==> src/telemetry_reply_line_parser_macros.svh <==
// Assertion macros for the telemetry reply line parser top level.
`ifndef TELEMETRY_REPLY_LINE_PARSER_MACROS_SVH
`define TELEMETRY_REPLY_LINE_PARSER_MACROS_SVH

// Same-cycle implication, checked at every clock outside reset.
`define TRLP_ASSERT_IMPL(lbl, ante, cons, msg) \
  lbl: assert property (@(posedge clk) disable iff (rst) (ante) |-> (cons)) \
    else $error(msg);

// Next-cycle implication, checked at every clock outside reset.
`define TRLP_ASSERT_NEXT(lbl, ante, cons, msg) \
  lbl: assert property (@(posedge clk) disable iff (rst) (ante) |=> (cons)) \
    else $error(msg);

`endif

==> src/trlp_pkg.sv <==
// Types, character codes and reply-form tables for the telemetry reply line parser.
package trlp_pkg;

  // Reply forms, in the order of the msg_kind code
  typedef enum logic [2:0] {
    KIND_V  = 3'd0,
    KIND_T  = 3'd1,
    KIND_P  = 3'd2,
    KIND_BA = 3'd3,
    KIND_A  = 3'd4,
    KIND_DI = 3'd5
  } msg_kind_t;

  // Line result handed from the parser to the filter stage
  typedef struct packed {
    logic      valid;
    msg_kind_t kind;
    logic      good;
  } line_ctl_t;

  localparam logic [7:0] CHAR_CR    = 8'h0D;
  localparam logic [7:0] CHAR_TAB   = 8'h09;
  localparam logic [7:0] CHAR_LF    = 8'h0A;
  localparam logic [7:0] CHAR_VT    = 8'h0B;
  localparam logic [7:0] CHAR_FF    = 8'h0C;
  localparam logic [7:0] CHAR_SPACE = 8'h20;
  localparam logic [7:0] CHAR_PLUS  = 8'h2B;
  localparam logic [7:0] CHAR_MINUS = 8'h2D;
  localparam logic [7:0] CHAR_ZERO  = 8'h30;
  localparam logic [7:0] CHAR_NINE  = 8'h39;
  localparam logic [7:0] CHAR_COLON = 8'h3A;
  localparam logic [7:0] CHAR_EQUAL = 8'h3D;
  localparam logic [7:0] CHAR_QUERY = 8'h3F;
  localparam logic [7:0] CHAR_A     = 8'h41;
  localparam logic [7:0] CHAR_B     = 8'h42;
  localparam logic [7:0] CHAR_D     = 8'h44;
  localparam logic [7:0] CHAR_I     = 8'h49;
  localparam logic [7:0] CHAR_P     = 8'h50;
  localparam logic [7:0] CHAR_T     = 8'h54;
  localparam logic [7:0] CHAR_V     = 8'h56;

  localparam logic [8:0]  ALPHA_RESET = 9'd13;
  localparam logic [8:0]  ALPHA_FULL  = 9'd256;
  localparam int          FILT_BITS   = 24;
  localparam logic [23:0] FILT_MAX    = 24'h7FFFFF;
  localparam logic [23:0] FILT_MIN    = 24'h800000;

  // Expected prefix character at a given position after the start letter
  function automatic logic [7:0] prefix_char(input msg_kind_t kind, input logic pos);
    logic [7:0] ch;
    ch = CHAR_EQUAL;
    if (!pos) begin
      if (kind == KIND_BA) ch = CHAR_A;
      else if (kind == KIND_DI) ch = CHAR_I;
    end
    return ch;
  endfunction

  // True when the prefix character at this position is the final one
  function automatic logic prefix_last(input msg_kind_t kind, input logic pos);
    return (kind == KIND_BA || kind == KIND_DI) ? pos : 1'b1;
  endfunction

  // Index of the final number field of a reply form
  function automatic logic [1:0] last_field(input msg_kind_t kind);
    logic [1:0] idx;
    idx = 2'd0;
    if (kind == KIND_V) idx = 2'd2;
    else if (kind == KIND_T) idx = 2'd1;
    return idx;
  endfunction

  function automatic logic is_space(input logic [7:0] ch);
    return ch == CHAR_SPACE || ch == CHAR_TAB || ch == CHAR_LF ||
           ch == CHAR_VT || ch == CHAR_FF;
  endfunction

endpackage

==> src/telemetry_reply_line_parser.sv <==
// Top level of the telemetry reply line parser: byte stream in, parsed replies out.
//
// Usage:
//   s_tvalid/s_tready/s_tdata carry received text, one byte per word. A carriage
//   return ends a line; a line that selected a reply form yields one result word
//   on m_tvalid/m_tready/m_tdata/m_tuser, other bytes yield nothing.
//   cfg_we/cfg_wdata write the battery filter weight (1/256 units, above 256
//   acts as 256); write it only while the block is idle.
//   Throughput: one byte per cycle while s_tready is high. The line result
//   register, the filter product register and the output register form a
//   three-step path from an accepted carriage return to its result word.
//   The filter product register is loaded only when empty, so s_tready is low
//   in every cycle in which both the line result and the product stage are
//   occupied. With a ready receiver that never happens, since a reply line
//   takes at least two bytes.
//   When the receiver stalls, the output word holds; up to two more line
//   results queue behind it, and s_tready stays low once both are queued.
//   Reset (rst, synchronous) clears the line state, the battery filter and the
//   stop flag, sets the weight to 13 and empties all stages.
`include "telemetry_reply_line_parser_macros.svh"

module telemetry_reply_line_parser #(
  parameter int FIELD_BITS = 16
) (
  input  logic         clk,
  input  logic         rst,
  input  logic         s_tvalid,
  output logic         s_tready,
  input  logic [7:0]   s_tdata,   // [7:0] rx_byte
  output logic         m_tvalid,
  input  logic         m_tready,
  // from bit 0: value_first, value_second, value_third, battery_filtered (24),
  // stop_active (1), zero fill
  output logic [((3 * FIELD_BITS + 25 + 7) / 8) * 8 - 1:0] m_tdata,
  output logic [3:0]   m_tuser,   // [2:0] msg_kind, [3] bad_parse
  input  logic         cfg_we,
  input  logic [8:0]   cfg_wdata  // battery_alpha
);
  import trlp_pkg::*;

  localparam int DATA_W = ((3 * FIELD_BITS + 25 + 7) / 8) * 8;
  localparam int DW     = ((FIELD_BITS + 8 > FILT_BITS) ? FIELD_BITS + 8 : FILT_BITS) + 1;
  localparam int PW     = DW + 10;
  localparam logic signed [PW-1:0] ROUND = PW'(128);
  localparam logic signed [PW-1:0] SAT_HI = PW'($signed(FILT_MAX));
  localparam logic signed [PW-1:0] SAT_LO = PW'($signed(FILT_MIN));

  logic [8:0]                   alpha;
  logic [8:0]                   alpha_eff;
  line_ctl_t                    r1;
  logic signed [FIELD_BITS-1:0] r1_first, r1_second, r1_third;
  logic                         s_fire, res_take;

  logic                         r2_valid;
  msg_kind_t                    r2_kind;
  logic                         r2_good;
  logic signed [FIELD_BITS-1:0] r2_first, r2_second, r2_third;
  logic signed [PW-1:0]         r2_prod;
  logic                         r2_adv;

  logic signed [DW-1:0]         diff;
  logic signed [PW-1:0]         prod;
  logic signed [PW-1:0]         filt_sum;
  logic signed [FILT_BITS-1:0]  filt_new;

  logic signed [FILT_BITS-1:0]  filter;
  logic                         stop;
  msg_kind_t                    out_kind;
  logic                         out_bad;
  logic signed [FIELD_BITS-1:0] out_first, out_second, out_third;

  // Weight register
  always_ff @(posedge clk) begin
    if (rst) begin
      alpha <= ALPHA_RESET;
    end else if (cfg_we) begin
      alpha <= cfg_wdata;
    end
  end

  // Handshake across the stages
  assign res_take = r1.valid && !r2_valid;
  assign s_tready = !(r1.valid && r2_valid);
  assign s_fire   = s_tvalid && s_tready;
  assign r2_adv   = r2_valid && (!m_tvalid || m_tready);

  trlp_line_parser #(
    .FIELD_BITS(FIELD_BITS)
  ) u_parser (
    .clk        (clk),
    .rst        (rst),
    .byte_fire  (s_fire),
    .byte_data  (s_tdata),
    .res_take   (res_take),
    .res        (r1),
    .res_first  (r1_first),
    .res_second (r1_second),
    .res_third  (r1_third)
  );

  // Filter product: weight times (new sample scaled by 256 minus the state)
  always_comb begin
    alpha_eff = (alpha > ALPHA_FULL) ? ALPHA_FULL : alpha;
    diff = $signed({{(DW - FIELD_BITS - 8){r1_second[FIELD_BITS-1]}}, r1_second, 8'h00})
         - $signed({{(DW - FILT_BITS){filter[FILT_BITS-1]}}, filter});
    prod = $signed({1'b0, alpha_eff}) * diff;
  end

  always_ff @(posedge clk) begin
    if (rst) begin
      r2_valid <= 1'b0;
    end else if (res_take) begin
      r2_valid <= 1'b1;
    end else if (r2_adv) begin
      r2_valid <= 1'b0;
    end
    if (res_take) begin
      r2_kind   <= r1.kind;
      r2_good   <= r1.good;
      r2_first  <= r1_first;
      r2_second <= r1_second;
      r2_third  <= r1_third;
      r2_prod   <= prod;
    end
  end

  // Filter update: state plus rounded, floored step, clamped to 24 bits
  always_comb begin
    filt_sum = $signed({{(PW - FILT_BITS){filter[FILT_BITS-1]}}, filter})
             + ((r2_prod + ROUND) >>> 8);
    if (filt_sum > SAT_HI) filt_new = $signed(FILT_MAX);
    else if (filt_sum < SAT_LO) filt_new = $signed(FILT_MIN);
    else filt_new = filt_sum[FILT_BITS-1:0];
  end

  // Output word, filter state and stop flag
  always_ff @(posedge clk) begin
    if (rst) begin
      m_tvalid <= 1'b0;
      filter   <= '0;
      stop     <= 1'b0;
    end else begin
      if (r2_adv) begin
        m_tvalid <= 1'b1;
      end else if (m_tready) begin
        m_tvalid <= 1'b0;
      end
      if (r2_adv && r2_good && r2_kind == KIND_V) begin
        filter <= filt_new;
      end
      if (r2_adv && r2_good && r2_kind == KIND_DI) begin
        stop <= r2_first != FIELD_BITS'(1);
      end
    end
    if (r2_adv) begin
      out_kind   <= r2_kind;
      out_bad    <= !r2_good;
      out_first  <= r2_first;
      out_second <= r2_second;
      out_third  <= r2_third;
    end
  end

  assign m_tdata = DATA_W'({stop, filter, out_third, out_second, out_first});
  assign m_tuser = {out_bad, out_kind};

  `TRLP_ASSERT_NEXT(a_filter_only_on_voltage,
      !(r2_adv && r2_good && r2_kind == KIND_V), $stable(filter),
      "battery filter moved without a good voltage reply")
  `TRLP_ASSERT_NEXT(a_stop_only_on_di,
      !(r2_adv && r2_good && r2_kind == KIND_DI), $stable(stop),
      "stop flag moved without a good DI reply")
  `TRLP_ASSERT_IMPL(a_bad_has_zero_values, m_tvalid && out_bad,
      out_first == '0 && out_second == '0 && out_third == '0,
      "bad parse word carries nonzero values")

endmodule

==> src/trlp_line_parser.sv <==
// Per-byte line parser: tracks the reply form and numbers, registers one line result.
module trlp_line_parser #(
  parameter int FIELD_BITS = 16
) (
  input  logic                         clk,
  input  logic                         rst,
  input  logic                         byte_fire,
  input  logic [7:0]                   byte_data,
  input  logic                         res_take,
  output trlp_pkg::line_ctl_t          res,
  output logic signed [FIELD_BITS-1:0] res_first,
  output logic signed [FIELD_BITS-1:0] res_second,
  output logic signed [FIELD_BITS-1:0] res_third
);
  import trlp_pkg::*;

  localparam int AW = FIELD_BITS + 1;
  localparam int XW = FIELD_BITS + 5;
  localparam logic [XW-1:0] LIM = XW'(1) << (FIELD_BITS - 1);

  typedef enum logic [2:0] {
    PH_HUNT, PH_PREFIX, PH_PRENUM, PH_SIGN, PH_DIGITS, PH_DONE, PH_ECHO
  } phase_t;

  phase_t                  phase, phase_next;
  msg_kind_t               kind, kind_next;
  logic                    pos, pos_next;
  logic [1:0]              idx, idx_next;
  logic                    neg, neg_next;
  logic [AW-1:0]           acc, acc_next;
  logic                    line_bad, line_bad_next;
  logic [FIELD_BITS-1:0]   vals [3];
  logic [FIELD_BITS-1:0]   vals_next [3];
  logic [FIELD_BITS-1:0]   vals_fin [3];
  logic [FIELD_BITS-1:0]   fin;
  logic [XW-1:0]           acc_ext, acc_mul;
  logic [AW-1:0]           acc_sat;
  logic                    is_digit;
  logic                    res_load, res_good;
  logic [FIELD_BITS-1:0]   res_vals [3];

  // Digit accumulate with magnitude clamp
  always_comb begin
    is_digit = byte_data >= CHAR_ZERO && byte_data <= CHAR_NINE;
    acc_ext  = XW'(acc);
    acc_mul  = (acc_ext << 3) + (acc_ext << 1) + XW'(byte_data - CHAR_ZERO);
    acc_sat  = (acc_mul > LIM) ? LIM[AW-1:0] : acc_mul[AW-1:0];
  end

  // Close the current number: negate, or clamp to the positive limit
  always_comb begin
    if (neg) fin = -acc[FIELD_BITS-1:0];
    else if (acc >= LIM[AW-1:0]) fin = LIM[FIELD_BITS-1:0] - FIELD_BITS'(1);
    else fin = acc[FIELD_BITS-1:0];
    vals_fin = vals;
    if (idx == 2'd0) vals_fin[0] = fin;
    else if (idx == 2'd1) vals_fin[1] = fin;
    else vals_fin[2] = fin;
  end

  // Next line state and line result
  always_comb begin
    phase_next    = phase;
    kind_next     = kind;
    pos_next      = pos;
    idx_next      = idx;
    neg_next      = neg;
    acc_next      = acc;
    line_bad_next = line_bad;
    vals_next     = vals;
    res_load      = 1'b0;
    res_good      = 1'b0;
    for (int i = 0; i < 3; i++) res_vals[i] = '0;

    if (byte_fire) begin
      if (byte_data == CHAR_CR) begin
        if (phase != PH_HUNT && phase != PH_ECHO) begin
          res_load = 1'b1;
          if (phase == PH_DIGITS) begin
            res_good = idx >= last_field(kind);
            if (res_good) res_vals = vals_fin;
          end else begin
            res_good = (phase == PH_DONE) && !line_bad;
            if (res_good) res_vals = vals;
          end
        end
        // Clear for the next line
        phase_next    = PH_HUNT;
        kind_next     = KIND_V;
        pos_next      = 1'b0;
        idx_next      = 2'd0;
        neg_next      = 1'b0;
        acc_next      = '0;
        line_bad_next = 1'b0;
        for (int i = 0; i < 3; i++) vals_next[i] = '0;
      end else begin
        unique case (phase)
          PH_HUNT: begin
            priority if (byte_data == CHAR_V) begin
              kind_next = KIND_V; phase_next = PH_PREFIX; pos_next = 1'b0;
            end else if (byte_data == CHAR_T) begin
              kind_next = KIND_T; phase_next = PH_PREFIX; pos_next = 1'b0;
            end else if (byte_data == CHAR_P) begin
              kind_next = KIND_P; phase_next = PH_PREFIX; pos_next = 1'b0;
            end else if (byte_data == CHAR_B) begin
              kind_next = KIND_BA; phase_next = PH_PREFIX; pos_next = 1'b0;
            end else if (byte_data == CHAR_A) begin
              kind_next = KIND_A; phase_next = PH_PREFIX; pos_next = 1'b0;
            end else if (byte_data == CHAR_D) begin
              kind_next = KIND_DI; phase_next = PH_PREFIX; pos_next = 1'b0;
            end else if (byte_data == CHAR_QUERY) begin
              phase_next = PH_ECHO;
            end else begin
              phase_next = PH_HUNT;
            end
          end
          PH_PREFIX: begin
            if (byte_data != prefix_char(kind, pos)) begin
              line_bad_next = 1'b1;
              phase_next    = PH_DONE;
            end else if (prefix_last(kind, pos)) begin
              idx_next   = 2'd0;
              neg_next   = 1'b0;
              acc_next   = '0;
              phase_next = PH_PRENUM;
            end else begin
              pos_next = 1'b1;
            end
          end
          PH_PRENUM: begin
            priority if (is_space(byte_data)) begin
              phase_next = PH_PRENUM;
            end else if (byte_data == CHAR_PLUS || byte_data == CHAR_MINUS) begin
              neg_next   = byte_data == CHAR_MINUS;
              phase_next = PH_SIGN;
            end else if (is_digit) begin
              acc_next   = acc_sat;
              phase_next = PH_DIGITS;
            end else begin
              line_bad_next = 1'b1;
              phase_next    = PH_DONE;
            end
          end
          PH_SIGN: begin
            if (is_digit) begin
              acc_next   = acc_sat;
              phase_next = PH_DIGITS;
            end else begin
              line_bad_next = 1'b1;
              phase_next    = PH_DONE;
            end
          end
          PH_DIGITS: begin
            if (is_digit) begin
              acc_next = acc_sat;
            end else begin
              vals_next = vals_fin;
              if (idx < last_field(kind)) begin
                if (byte_data == CHAR_COLON) begin
                  idx_next   = idx + 2'd1;
                  neg_next   = 1'b0;
                  acc_next   = '0;
                  phase_next = PH_PRENUM;
                end else begin
                  line_bad_next = 1'b1;
                  phase_next    = PH_DONE;
                end
              end else begin
                phase_next = PH_DONE;
              end
            end
          end
          PH_DONE, PH_ECHO: begin
            phase_next = phase;
          end
          default: begin
            phase_next = PH_HUNT;
          end
        endcase
      end
    end
  end

  // Hold line state
  always_ff @(posedge clk) begin
    if (rst) begin
      phase    <= PH_HUNT;
      kind     <= KIND_V;
      pos      <= 1'b0;
      idx      <= 2'd0;
      neg      <= 1'b0;
      acc      <= '0;
      line_bad <= 1'b0;
      for (int i = 0; i < 3; i++) vals[i] <= '0;
    end else begin
      phase    <= phase_next;
      kind     <= kind_next;
      pos      <= pos_next;
      idx      <= idx_next;
      neg      <= neg_next;
      acc      <= acc_next;
      line_bad <= line_bad_next;
      vals     <= vals_next;
    end
  end

  // Register the line result until the filter stage takes it
  always_ff @(posedge clk) begin
    if (rst) begin
      res.valid <= 1'b0;
    end else if (res_load) begin
      res.valid <= 1'b1;
    end else if (res_take) begin
      res.valid <= 1'b0;
    end
    if (res_load) begin
      res.kind   <= kind;
      res.good   <= res_good;
      res_first  <= res_vals[0];
      res_second <= res_vals[1];
      res_third  <= res_vals[2];
    end
  end

endmodule

==> config.mk <==
export PLATFORM = sky130hd
export DESIGN_NAME = telemetry_reply_line_parser
export DESIGN_NICKNAME = d
export VERILOG_FILES = /design/src/trlp_pkg.sv /design/src/telemetry_reply_line_parser.sv /design/src/trlp_line_parser.sv
export VERILOG_INCLUDE_DIRS = /design/src /design/src/src
export SDC_FILE = /design/constraint.sdc
export NUM_CORES = 1
export LEC_CHECK = 0
export BUFFER_PORTS_ARGS = -buffer_cell sky130_fd_sc_hd__buf_4
export CORE_MARGIN = 5
export CORE_UTILIZATION = 40
export DETAILED_ROUTE_END_ITERATION = 7
export HOLD_SLACK_MARGIN = 0.15
export PLACE_DENSITY = 0.59
export SLEW_MARGIN = 20
export SYNTH_ARGS = -nofsm -noshare
export SYNTH_HDL_FRONTEND = slang
export SYNTH_SLANG_ARGS = --single-unit
export TNS_END_PERCENT = 10
==> constraint.sdc <==
create_clock -name clk -period 10.6 [get_ports clk]
set_input_delay 1.59 -clock clk [delete_from_list [all_inputs] [get_ports clk]]
set_output_delay 1.59 -clock clk [all_outputs]
set_load 0.05 [all_outputs]
==> results.ini, run 1 <==
[worst_setup_path]
cp_data_arrival_time_ns=8.87
cp_slowest_cell=fa_1
r2r_cells=31
start_kind=flip-flop
crit_cells=31
critPathCaptureType=flip-flop
crit_required_ns=10.89
critPathBufInv=4
path_common_cell=fa_1
path_class=reg -> reg
reg2reg_from=filter[0]
path_delay_family=compound AO/OA/AOI/OAI gates
worstReg2RegEnd=r2_prod[33]
r2r_setup_slack_ns=2.02
cp_max_fo=9
max_stage_delay_ns=0.55

[cts]
h-tree-depth=2
clock_latency_ns=0.55
cts.repair.resized=0
cts-root-buf=clkbuf_16
ctsHoldBuffers=0
cts_sinks=297
clockBufferDepth=3
path_clk_slew_ns=0.06
cts_tree=built
cts_setup_buffers=0
numCtsBuffers=34

[hold_path]
min_path_cells=0
worstHoldStart=r2_second[3]
min_path_type=reg -> reg
worstHoldEndpoint=out_second[3]

[floorplanning]
die_area_um2=63900
ios=108
core-area_um2=58700
fp.dieW_um=253
rows=89
dieHeight_um=253
start_util_pct=40.2

[synth]
synth_top_area_cell=edfxtp_1
syn_inst=2449
avgSynthCellArea_um2=9.63
ys_warn_count=0
synthesis.area_um2=23600
ys_types=88
ys.flop_type=edfxtp_1
synth_top_area_share_pct=23.4
synth_common_cells=313 x nor2_1, 280 x inv_1, 211 x nand2_1
yosysMostFrequentCell=nor2_1
synth_async_sr_flop_share_pct=0
synth-seq-cells=297
yosys-top-cells-area=edfxtp_1 23%, fa_1 17%, dfxtp_1 9.6%, ha_1 8.0%, nor2_1 5.0%
yosysSeqAreaShare_pct=33.0
synth-edff-count=184

[finish]
layout.area.seq_um2=7790
final_nets=2882
fillers=5569
fin_cells=3309
fin_util_pct=44.8
syn_to_final_growth_pct=11.4
multi_input_area_um2=14400
drive_gt1_share_pct=8.95

[timing]
drv_slew=0
rsz0062_at_grt=no
worst_pin_slew_ns=1.14
fin_setup_tns_ns=0
max_freq_mhz=116
min_period_ns=8.58
setup_viol_count_final=0
hold_viol=0
finalCritPeriodShare_pct=81.0
fin_skew_ns=0.0123
relSlewSlack_pct=23.5

[drt]
drt-pass1-iter-count=6
wire_per_inst_um=18.3
drt_iter0_drc=1333
vias=17900
drc=0
wl_um=60600
ant_nets=0
avgViaCountPerCell=5.40

[pwr]
power_frac_clock_pct=47.8
p_per_area_nw_per_um2=96.3
p_switching_w=0.000569
swShare_pct=22.5
p_leak_nw=11.2
irDropWorstVdd_uv=94.8
seqPwrFrac_pct=48.1
p_comb_share_pct=4.1
p_int_w=0.00196

[global_routing]
grt_pass1_vias=18000
grt_max_degree=81
grt_pass1_wl_um=98600
grt_use_total_pct=19.1
gr-total-overflow=0
grt_antenna_before_repair=0

[place]
hpwl_um=46900
placed_cells=3246
gp_congestion=0.899
portBuffers=100

[flow_run]
cap_violations=0

[outcome]
status=completed

-- worst register-to-register path, delay by kind of cell (launching register included) --
family,cells,cell delay (ns)
xor gates and xnor gates,2,0.55
DFF,1,0.52
and+or+nand+nor,2,0.33
buffers and inverters,4,0.32
AOI/OAI and AO/OA,16,3.35
adders and majority gates,7,3.26
-- layout make-up --
cell class / count / share of cell area, %
timing repair buffer: 122 / 3.49
clock inverter: 18 / 0.976
antenna: 1 / 0.00952
inverter: 280 / 4.00
tap: 773 / 3.68
sequential: 297 / 29.6
multi-input combinational: 1774 / 54.8
clock buffer: 44 / 3.46
-- worst max-delay path by stage --
stage              start           to  slack [ns]
6_report       filter[0]  r2_prod[33]        2.02
4_1_cts        filter[0]  r2_prod[33]        2.04
2_1_floorplan  filter[0]  r2_prod[33]        2.60
5_1_grt        filter[0]  r2_prod[33]        1.50
3_3_place_gp   filter[0]  r2_prod[33]        2.24
3_5_place_dp   filter[0]  r2_prod[33]        2.05
-- kinds of logic (layout without fill, tap and decap cells) --
logic type | count (synthesis) | in the layout | share of synthesized area, %
AND/OR/NAND/NOR | 800 | 800 | 15.6
flip-flops | 297 | 297 | 33.0
adder cells (fa/ha/maj) | 351 | 351 | 25.0
multiplexers | 22 | 22 | 0.939
other | 1 | 8 | 0.0159
XOR/XNOR | 138 | 138 | 5.16
AO/OA/AOI/OAI | 456 | 456 | 13.9
buffers and inverters | 384 | 464 | 6.40
-- stage by stage --
step | total power [W] | hold WS [ns] | cell area, um2 | setup WS [ns]
after floorplan | 0.00131 | 0.400 | 23600 | 2.60
after global placement | 0.00134 | 0.401 | 25100 | 2.24
after detailed placement | 0.00135 | 0.405 | 25100 | 2.05
after CTS | 0.00256 | 0.407 | 26200 | 2.04
after global routing | 0.00262 | 0.413 | 26300 | 1.50
final | 0.00253 | 0.412 | 26300 | 2.02
-- layer usage --
layer	global-route usage, %	up-vias	part of all wire (%)
li1	-	8444	-
met1	27.3	8844	46
met2	30.7	507	46
met3	2.77	82	5.7
met4	4.60	0	2.3
met5	0	-	0
-- power groups by stage --
stage	registers [W]	logic, W	clock network (W)
detailed placement	0.00124	0.000103	0
finish	0.00122	0.000104	0.00121
floorplan	0.00124	0.0000722	0
global placement	0.00124	0.000102	0
global route	0.00122	0.000114	0.00129
CTS	0.00122	0.000103	0.00124
-- flip-flops by register name, indices dropped and copies added (netlist names), 17 cells and up --
signal,cells
filter,24
r2_prod,28
u_parser.acc,17
u_parser.vals,48
-- cell usage in the layout (no fill, tap or decap), types with 12 or more instances in the layout --
cell type	netlist	layout
o211ai_1	12	12
edfxtp_1	184	184
buf_4	11	122
and2_1	50	49
nor4_1	12	12
o21bai_1	14	14
a21oi_1	97	97
nand3_1	34	34
a21o_1	36	36
nor3_1	41	39
o21ai_0	48	47
a22oi_1	90	90
nand4_1	19	19
xnor2_1	94	94
nor2_1	313	313
ha_1	150	150
inv_1	280	279
xor2_1	43	43
fa_1	201	201
nor2b_1	33	32
dfxtp_1	113	113
nand2_1	211	211
o21a_1	20	20
a211oi_2	19	19
a211oi_1	19	19
clkbuf_16	0	34
a31oi_1	17	16
or3_1	14	14
nand2b_1	24	24
mux2i_1	21	21
and3_1	17	17
No activity file was read; power rests on OpenSTA's default activity.
==> run 2: changes to the inputs <==
==> constraint.sdc (replaced) <==
create_clock -name clk -period 8.4 [get_ports clk]
set_input_delay 1.26 -clock clk [delete_from_list [all_inputs] [get_ports clk]]
set_output_delay 1.26 -clock clk [all_outputs]
set_load 0.05 [all_outputs]
==> run 2 against run 1 <==
Against the previous run:
- count of clock-buffer cells in the layout is the same
- clock power rose by 21%
- wire length grew 1.7%
- critical endpoint unchanged
- highest routed layer unchanged
- cell count grew 0.70%
- setup slack worse by 1.6 ns
- largest cell class unchanged
- sequential power increased by 26%
- total power increased by 24%
- first-iteration DRC count shrank 6.8%
- critical path depth stayed put
==> results.ini, run 2 (same netlist as run 1, synthesis figures left out) <==
[worst_setup_path]
crit_cells=31
r2r_setup_slack_ns=0.39
cp_data_arrival_time_ns=8.30
cp_max_fo=9
r2r_cells=31
path_delay_family=compound AO/OA/AOI/OAI gates
cp_slowest_cell=fa_1
endpoint=r2_prod[33]
max_stage_delay_ns=0.55
path_common_cell=fa_1
worstReg2RegEnd=r2_prod[33]
reg2reg_from=filter[1]
path_class=reg -> reg
start_kind=flip-flop
critPathCaptureType=flip-flop
startpoint=filter[1]
critPathBufInv=4
crit_required_ns=8.69

[timing]
fin_ws_ns=0.389
finalCritPeriodShare_pct=95.4
setup_viol_count_final=0
rsz0062_at_grt=no
fin_setup_tns_ns=0
drv_slew=0
worst_pin_slew_ns=1.12
min_period_ns=8.01
max_freq_mhz=125
fin_skew_ns=0.0182
relSlewSlack_pct=24.6
hold_viol=0
hold_slack_ns=0.416

[drt]
ant_nets=0
drt-pass1-iter-count=5
wire_per_inst_um=18.5
drc=0
wl_um=61600
avgViaCountPerCell=5.37
drt_iter0_drc=1243
vias=17900

[floorplanning]
die_area_um2=63900
core-area_um2=58700
dieHeight_um=253
start_util_pct=40.2
ios=108
rows=89
fp.dieW_um=253

[cts]
clock_latency_ns=0.55
h-tree-depth=2
cts_tree=built
numCtsBuffers=35
ctsHoldBuffers=0
cts_setup_buffers=0
clockBufferDepth=3
cts_sinks=297
cts-root-buf=clkbuf_16
path_clk_slew_ns=0.06

[flow_run]
cap_violations=0

[finish]
drive_gt1_share_pct=10.2
layout_common_cells=313 x nor2_1, 279 x inv_1, 211 x nand2_1
fillers=5590
layout.area.seq_um2=7790
multi_input_area_um2=14500
final_common_cell=nor2_1
syn_to_final_growth_pct=12.3
layout_top_registers=u_parser.vals (48), r2_prod (28), filter (24)
final_nets=2905
design_area_um2=26500
insertedDiodeCount=0
largest_reg_flops=48
top_register=u_parser.vals

[global_routing]
grt_pass1_wl_um=100000
grt_pass1_vias=18400
gr-total-overflow=0
grt_antenna_before_repair=1
grt_max_degree=81
grt_use_total_pct=19.4

[hold_path]
min_path_type=reg -> reg

[pwr]
power_w=0.00313
p_leak_nw=11.3
p_per_area_nw_per_um2=118
irDropWorstVdd_uv=101

[place]
hpwl_um=47900
postPlaceCellArea_um2=25200
gp_congestion=0.882
portBuffers=100
dp_slack_ns=0.239

[outcome]
status=completed

[run 2: changes by cell type in the layout (fill, tap and decap cells not counted), sizes merged]
cell      delta
buf         +22
clkinv       +6
bufinv       -3
clkinvlp     -1
diode        -1
[run 2: layout make-up]
| cell class | count | area share (%) |
|---|---|---|
| clock buffer | 44 | 3.51 |
| clock inverter | 20 | 0.685 |
| multi-input combinational | 1774 | 54.7 |
| tap | 773 | 3.65 |
| sequential | 297 | 29.4 |
| inverter | 280 | 3.97 |
| timing repair buffer | 144 | 4.10 |
[run 2: how the worst min path moves through the flow]
| stage | from | cells past startpoint | end |
|---|---|---|---|
| after global routing | u_parser.res_first[9] | 0 | r2_first[9] |
| after floorplan | r2_second[0] | 0 | out_second[0] |
| after global placement | u_parser.res[2] | 0 | r2_kind[1] |
| after CTS | u_parser.res_first[9] | 0 | r2_first[9] |
| final | u_parser.res_third[6] | 0 | r2_third[6] |
| after detailed placement | r2_third[3] | 0 | out_third[3] |
[run 2: worst register-to-register path: cells and delay by family, from the launching register on]
family,cells,cell delay (ns)
flops,1,0.41
simple gates,2,0.31
buf+inv,4,0.25
fa+ha+maj,7,3.20
xor+xnor,2,0.36
compound gates,16,3.21
[run 2: stage by stage]
stage,cells,util (%)
finish,3332,45.1
global route,3332,45.1
CTS,3332,44.9
detailed placement,3268,43.0
global placement,3268,43.0
floorplan,2455,-
[run 2: layer usage]
layer | wire length [um] | vias to the layer above | track usage [%]
li1 | - | 8490 | -
met1 | 28300 | 8874 | 27.5
met2 | 28500 | 449 | 31.6
met3 | 3630 | 74 | 3.40
met4 | 1110 | 0 | 4.03
met5 | 0 | - | 0
[run 2: power by group]
part	switching, W	total (W)	internal [W]
clock	0.000629	0.00146	0.000830
sequential	0.00000417	0.00154	0.00153
combinational	0.0000944	0.000133	0.0000388
total	0.000727	0.00313	0.00240
[run 2: what timing repair did]
item	CTS	global route
setup endpoints to repair	0	8
endpoints found under the hold margin	0	0
gates resized for setup	0	12
==> run 3: changes to the inputs <==
--- a/config.mk
+++ b/config.mk
@@ -12,6 +12,7 @@
 export DETAILED_ROUTE_END_ITERATION = 7
 export HOLD_SLACK_MARGIN = 0.15
 export PLACE_DENSITY = 0.59
+export RECOVER_POWER = 50
 export SLEW_MARGIN = 20
 export SYNTH_ARGS = -nofsm -noshare
 export SYNTH_HDL_FRONTEND = slang
==> run 3 against run 2 <==
Against the previous run:
- clock skew is 0.0032 ns higher
- the flow now finishes with violations (max-capacitance violations, max-slew violations)
- global-route usage stayed put
- count of clock-buffer cells in the layout stayed put
- largest cell class unchanged
==> results.ini, run 3 (same netlist as run 1, synthesis figures left out) <==
[outcome]
status=complete, but fails checks
violations=max-capacitance violations, max-slew violations

[timing]
setup_viol_count_final=0
drv_slew=183
fin_ws_ns=0.398
hold_viol=0
finalCritPeriodShare_pct=95.3
min_period_ns=8.00
relSlewSlack_pct=-209
fin_setup_tns_ns=0
fin_skew_ns=0.0214
rsz0062_at_grt=no
hold_slack_ns=0.417
worst_pin_slew_ns=4.63
max_freq_mhz=125

[pwr]
p_leak_nw=11.2
p_per_area_nw_per_um2=119
irDropWorstVdd_uv=101

[place]
hpwl_um=47900
portBuffers=100
dp_slack_ns=0.239
gp_congestion=0.882

[global_routing]
grt_pass1_vias=18400
grt_pass1_wl_um=100000
grt_antenna_before_repair=1
grt_use_total_pct=19.4
gr-total-overflow=0
grt_max_degree=81

[cts]
cts_tree=built
cts.repair.resized=0
numCtsBuffers=35
h-tree-depth=2
cts_sinks=297
cts-root-buf=clkbuf_16
path_clk_slew_ns=0.06
ctsHoldBuffers=0
cts_setup_buffers=0
clock_latency_ns=0.56
clockBufferDepth=3

[worst_setup_path]
cp_max_fo=9
path_common_cell=fa_1
path_class=reg -> reg
cp_data_arrival_time_ns=8.29
start_kind=flip-flop
critPathCaptureType=flip-flop
crit_required_ns=8.69
max_stage_delay_ns=0.55
cp_slowest_cell=fa_1

[drt]
drc=0
drt-pass1-iter-count=5
ant_nets=0
wire_per_inst_um=18.5
drt_iter0_drc=1224
avgViaCountPerCell=5.39
vias=18000
wl_um=61700

[finish]
drive_gt1_share_pct=8.91
layout_common_cells=313 x nor2_1, 279 x inv_1, 211 x nand2_1
insertedDiodeCount=0
fin_util_pct=44.9
top_register=u_parser.vals
layout_top_registers=u_parser.vals (48), r2_prod (28), filter (24)
final_common_cell=nor2_1
fillers=5632
largest_reg_flops=48
final_nets=2905
syn_to_final_growth_pct=11.7
layout.area.seq_um2=7790
multi_input_area_um2=14500

[floorplanning]
dieHeight_um=253
fp.dieW_um=253
die_area_um2=63900
core-area_um2=58700
start_util_pct=40.2
ios=108
rows=89

[hold_path]
min_path_type=reg -> reg

[flow_run]
cap_violations=3

==> run 3: cell count changes in the layout (fill, tap and decap cells not counted), sizes merged <==
cell | before | now
buf | 144 | 111
clkbuf | 44 | 77
==> run 3: path summary, 6_finish.rpt <==
kind                            cells past startpoint             startpoint  slack (ns)           to
worst max-delay path                               31              filter[8]        0.40  r2_prod[33]
worst min-delay path                                0  u_parser.res_third[6]        0.42  r2_third[6]
worst max register to register                     31              filter[8]        0.40  r2_prod[33]
worst min register to register                      0  u_parser.res_third[6]        0.42  r2_third[6]
==> run 3: per-stage QoR <==
| step | instance area [um2] | power (W) | instances |
|---|---|---|---|
| finish | 26400 | 0.00313 | 3332 |
| floorplan | 23600 | 0.00166 | 2455 |
| global placement | 25200 | 0.00170 | 3268 |
| CTS | 26400 | 0.00317 | 3332 |
| global route | 26400 | 0.00324 | 3332 |
| detailed placement | 25200 | 0.00170 | 3268 |
==> run 3: where the power goes <==
group          leakage (nW)  internal [W]  total (W)  switching (W)
registers              2.57       0.00153    0.00154     0.00000419
logic                  8.09     0.0000388   0.000133      0.0000944
clock network         0.540      0.000830    0.00146       0.000630
total                  11.2       0.00240    0.00313       0.000729
==> run 3: metal layers <==
metal / wire, um / global-route usage, % / up-vias / part of all wire, %
li1: - / - / 8494 / -
met1: 28600 / 27.5 / 8922 / 46
met2: 28500 / 31.6 / 452 / 46
met3: 3390 / 3.40 / 88 / 5.5
met4: 1180 / 4.03 / 0 / 1.9
met5: 0 / 0 / - / 0
==> run 3: area by class of cell <==
class / instances / share of cell area (%)
multi-input cells: 1774 / 54.9
flip-flops and latches: 297 / 29.6
inverters: 280 / 3.99
well taps: 773 / 3.67
repair buffers: 144 / 3.65
clock buffers: 44 / 3.53
clock inverters: 20 / 0.688
==> run 3: critical path: cells and delay by family (launching register included) <==
| family | cells | cell delay [ns] |
|---|---|---|
| and+or+nand+nor | 2 | 0.29 |
| buffers and inverters | 4 | 0.20 |
| xor gates and xnor gates | 2 | 0.36 |
| adders and majority gates | 7 | 3.29 |
| AOI/OAI and AO/OA | 16 | 3.19 |
| DFF | 1 | 0.38 |
